$ cat config.mk
export PLATFORM = sky130hd
export DESIGN_NAME = hkvs_ctrl
export DESIGN_NICKNAME = d
export VERILOG_FILES = /design/src/hkvs_pkg.sv /design/src/hkvs_ctrl.sv
export SDC_FILE = /design/constraint.sdc
export NUM_CORES = 1
export LEC_CHECK = 0
export BUFFER_PORTS_ARGS = -buffer_cell sky130_fd_sc_hd__buf_2
export CORE_AREA = 4 4 41 43
export CTS_CLUSTER_SIZE = 24
export DETAILED_ROUTE_END_ITERATION = 8
export DIE_AREA = 0 0 45 47
export SLEW_MARGIN = 10
export SYNTH_ARGS = -nofsm -noshare
export SYNTH_HDL_FRONTEND = slang
export SYNTH_SLANG_ARGS = --single-unit
$ cat constraint.sdc
create_clock -name i_clk -period 0.92 [get_ports i_clk]
set_input_delay 0.184 -clock i_clk [delete_from_list [all_inputs] [get_ports i_clk]]
set_output_delay 0.184 -clock i_clk [all_outputs]
set_load 0.01 [all_outputs]
$ cat src/hkvs_pkg.sv
// Shared constants, codes and types of the hashed key/value store.
package hkvs_pkg;

    // Node store size and stored value width.
    localparam int MAX_KEYS   = 256;
    localparam int VALUE_BITS = 32;

    // Node index: one code above the last entry stands for "no node".
    localparam int ADDR_W = $clog2(MAX_KEYS);
    localparam int IDX_W  = $clog2(MAX_KEYS + 1);
    localparam logic [IDX_W-1:0] NULL_IDX = IDX_W'(MAX_KEYS);

    // Fixed field widths of the item channels.
    localparam int HASH_W       = 32;
    localparam int BYTE_W       = 8;
    localparam int VAL_PORT_W   = 32;
    localparam int STATUS_W     = 3;
    localparam int COUNT_PORT_W = 9;
    localparam int S_TDATA_W    = 40;
    localparam int M_TDATA_W    = 80;

    // Result status codes.
    localparam logic [STATUS_W-1:0] ST_INSERTED  = 3'd0;
    localparam logic [STATUS_W-1:0] ST_DUPLICATE = 3'd1;
    localparam logic [STATUS_W-1:0] ST_FULL      = 3'd2;
    localparam logic [STATUS_W-1:0] ST_HIT       = 3'd3;
    localparam logic [STATUS_W-1:0] ST_MISS      = 3'd4;

    // One tree node as held in the node store.
    typedef struct packed {
        logic [HASH_W-1:0]     hash;
        logic [VALUE_BITS-1:0] value;
        logic [IDX_W-1:0]      left;
        logic [IDX_W-1:0]      right;
    } t_node;

    localparam int NODE_W = $bits(t_node);

    // Controller to datapath commands.
    typedef struct packed {
        logic hash_byte;   // fold the accepted key byte
        logic mix_start;   // final mix, start walk at root
        logic walk;        // one tree level per cycle
        logic write_link;  // hook new node into its parent
        logic write_node;  // write new node, bump count
        logic load_out;    // load the result register
    } t_dp_cmd;

    // Datapath to controller status.
    typedef struct packed {
        logic walk_done;
        logic do_insert;
        logic par_null;
        logic out_free;
    } t_dp_sts;

endpackage

$ cat src/hkvs_ctrl.sv
// Controller: sequences hashing, tree walk, insert writes and result hand-off.
module hkvs_ctrl import hkvs_pkg::*; (
    input  logic    i_clk,
    input  logic    i_rst_n,
    input  logic    i_in_valid,
    input  logic    i_in_last,
    output logic    o_in_ready,
    input  t_dp_sts i_sts,
    output t_dp_cmd o_cmd
);

    localparam logic [2:0] S_HASH  = 3'd0;
    localparam logic [2:0] S_MIX   = 3'd1;
    localparam logic [2:0] S_WALK  = 3'd2;
    localparam logic [2:0] S_LINK  = 3'd3;
    localparam logic [2:0] S_NODE  = 3'd4;
    localparam logic [2:0] S_DONE  = 3'd5;

    logic [2:0] r_state;
    logic [2:0] n_state;

    assign o_in_ready = (r_state == S_HASH);

    always_comb begin
        n_state = r_state;
        o_cmd   = '0;
        unique case (r_state)
            S_HASH: begin
                o_cmd.hash_byte = i_in_valid;
                if (i_in_valid && i_in_last) begin
                    n_state = S_MIX;
                end
            end
            S_MIX: begin
                o_cmd.mix_start = 1'b1;
                n_state         = S_WALK;
            end
            S_WALK: begin
                o_cmd.walk = 1'b1;
                if (i_sts.walk_done) begin
                    if (!i_sts.do_insert) begin
                        n_state = S_DONE;
                    end else if (i_sts.par_null) begin
                        n_state = S_NODE;
                    end else begin
                        n_state = S_LINK;
                    end
                end
            end
            S_LINK: begin
                o_cmd.write_link = 1'b1;
                n_state          = S_NODE;
            end
            S_NODE: begin
                o_cmd.write_node = 1'b1;
                n_state          = S_DONE;
            end
            S_DONE: begin
                if (i_sts.out_free) begin
                    o_cmd.load_out = 1'b1;
                    n_state        = S_HASH;
                end
            end
            default: begin
                n_state = S_HASH;
            end
        endcase
    end

    always_ff @(posedge i_clk) begin
        if (!i_rst_n) begin
            r_state <= S_HASH;
        end else begin
            r_state <= n_state;
        end
    end

endmodule

==> flow_summary.json <==
{
  "timing.slew.headroom_pct": 83.64,
  "worstPathRequired_ns": 0.74,
  "power_density_mw_per_mm2": 1659,
  "ys.flop_type": "dfxtp_1",
  "insertion_delay_ns": 0.23,
  "antenna_found_initial": 0,
  "ys_ff_latch": 3,
  "status": "finished, violations left",
  "ys.warnings.count": 0,
  "core_mm2": 0.001301,
  "htreeDepth": 1,
  "numCtsBuffers": 3,
  "hold_viol_final": 0,
  "synth_nets": 41,
  "io_pins": 15,
  "rows": 13,
  "gp_congestion": 0.8073,
  "fin_tns_setup_ns": -2.471,
  "hpwlAfterDp_um": 536.1,
  "avgViaCountPerCell": 4.726,
  "avgSynthCellArea_um2": 7.848,
  "diodes": 0,
  "grt_pass1_wl_um": 1200,
  "tritoncts": "built",
  "drt_wl_total_um": 959,
  "reg2reg_depth": 4,
  "end_kind": "output pin",
  "cts_root_buffer": "clkbuf_4",
  "drv_cap": 0,
  "die_y_um": 47,
  "power_leakage_nw": 0.2300,
  "first_iter_violations": 5,
  "tightestPinTransition_ns": 0.2446,
  "die_width_um": 45,
  "hold_slack_ns": 0.2064,
  "cts_buffer_depth": 2,
  "clkSinkCount": 3,
  "dieArea_mm2": 0.002115,
  "crit_path_max_fanout": 6,
  "async_reset_ff_share_pct": 0,
  "ir_drop_v": 0.0007553,
  "synth_edf_count": 0,
  "setup_ws_ns": -0.3218,
  "max_freq_ghz": 0.8053,
  "failed_checks": "setup timing",
  "grt_max_degree": 8,
  "hp-class": "in -> reg",
  "wire_per_inst_um": 13.14,
  "dr.pass1.iters": 4,
  "path_class": "reg -> out",
  "grt_use_total_pct": 8.379,
  "synthToLayoutAreaGrowth_pct": 102.9,
  "synth_cells": 33,
  "portBuffers": 14,
  "final_common_cell": "buf_2",
  "grt_overflow": 0,
  "reg_top3": "r_state: 3 flops",
  "final-setup-viol-count": 10,
  "cp-start-kind": "flip-flop",
  "vias": 345,
  "drc": 0,
  "clock_skew_ns": 0.0008295,
  "fin_util_pct": 40.38,
  "top_register": "r_state",
  "period_share_pct": 135.0,
  "holdPathStages": 3,
  "mappedNetlistArea_um2": 259.0,
  "finalCriticalPeriod_ns": 1.242,
  "ys_types": 22,
  "final_nets": 67,
  "seq_area_frac_synth_pct": 23.19,
  "drive_above_1_share_pct": 68.97,
  "cp_data_arrival_time_ns": 1.06,
  "clkTransAtPathRegs_ns": 0.04,
  "grt_pass1_vias": 297,
  "dp_slack_ns": -0.1934,
  "drv_slew": 0,
  "largest_register_ffs": 3,
  "antenna_left": 0,
  "rsz0062_at_grt": "yes",
  "start_util_pct": 19.90,
  "mostFrequentLayoutCells": "14 x buf_2, 7 x buf_4, 5 x nand2_1"
}
-- through the flow --
step                      total power, mW  area [µm²]  cells
after floorplan                    0.3835       270.3     33
after global placement             0.4905       374.1     65
after detailed placement           0.4892       374.1     65
after CTS                          0.7735       440.4     71
after global routing               0.9281       525.5     73
final                              0.8717       525.5     73
-- synthesized netlist by cell type (2+ instances only) --
| cell type | number | area share (%) |
|---|---|---|
| nand2_1 | 5 | 7.2 |
| buf_6 | 2 | 8.7 |
| nor2_1 | 3 | 4.3 |
| dfxtp_1 | 3 | 23 |
| a211oi_1 | 2 | 5.8 |
| inv_1 | 2 | 2.9 |
-- critical path, stage by stage, from the launching register on --
cell	delay (ns)
dfxtp_4	0.38
nor3_4	0.19
and2_1	0.14
buf_2	0.12
-- path summary, 6_finish.rpt --
| path | slack [ns] | from | end |
|---|---|---|---|
| max | -0.32 | r_state[1] | o_cmd[5] |
| min | 0.21 | i_rst_n | r_state[2] |
| max reg2reg | -0.31 | r_state[0] | r_state[0] |
| min reg2reg | 0.56 | r_state[0] | r_state[1] |
-- routing by layer --
metal | global-route usage, % | vias up | routed length (µm)
li1 | - | 173 | -
met1 | 8.884 | 156 | 375
met2 | 12.71 | 14 | 480
met3 | 3.831 | 2 | 82
met4 | 7.018 | 0 | 21
met5 | 0 | - | 0
-- where the power goes --
| group | internal (mW) | total [mW] | switching (mW) |
|---|---|---|---|
| clock | 0.163 | 0.234 | 0.0710 |
| combinational | 0.224 | 0.419 | 0.195 |
| sequential | 0.158 | 0.219 | 0.0609 |
-- logic make-up after synthesis --
kind of cell | Yosys count | share of synthesized area [%]
AO/OA/AOI/OAI | 10 | 30.44
flip-flops | 3 | 23.19
AND/OR/NAND/NOR | 15 | 33.34
buffers and inverters | 5 | 13.04
-- final cells by class --
| cell class | instances | area [µm²] |
|---|---|---|
| clock buffers | 4 | 26.28 |
| fillers | 136 | 775.7 |
| inverters | 3 | 13.76 |
| multi-input cells | 25 | 250.2 |
| flip-flops and latches | 3 | 71.32 |
| well taps | 15 | 18.77 |
| repair buffers | 23 | 145.1 |
-- timing repair --
action / in CTS / in global routing
pin swaps: 5 / 6
endpoints found under the setup margin: 10 / 10
buffers inserted: 2 / 2
gates resized for setup: 11 / 8
hold buffers: 0 / 0
No activity file was read; power rests on OpenSTA's default activity.
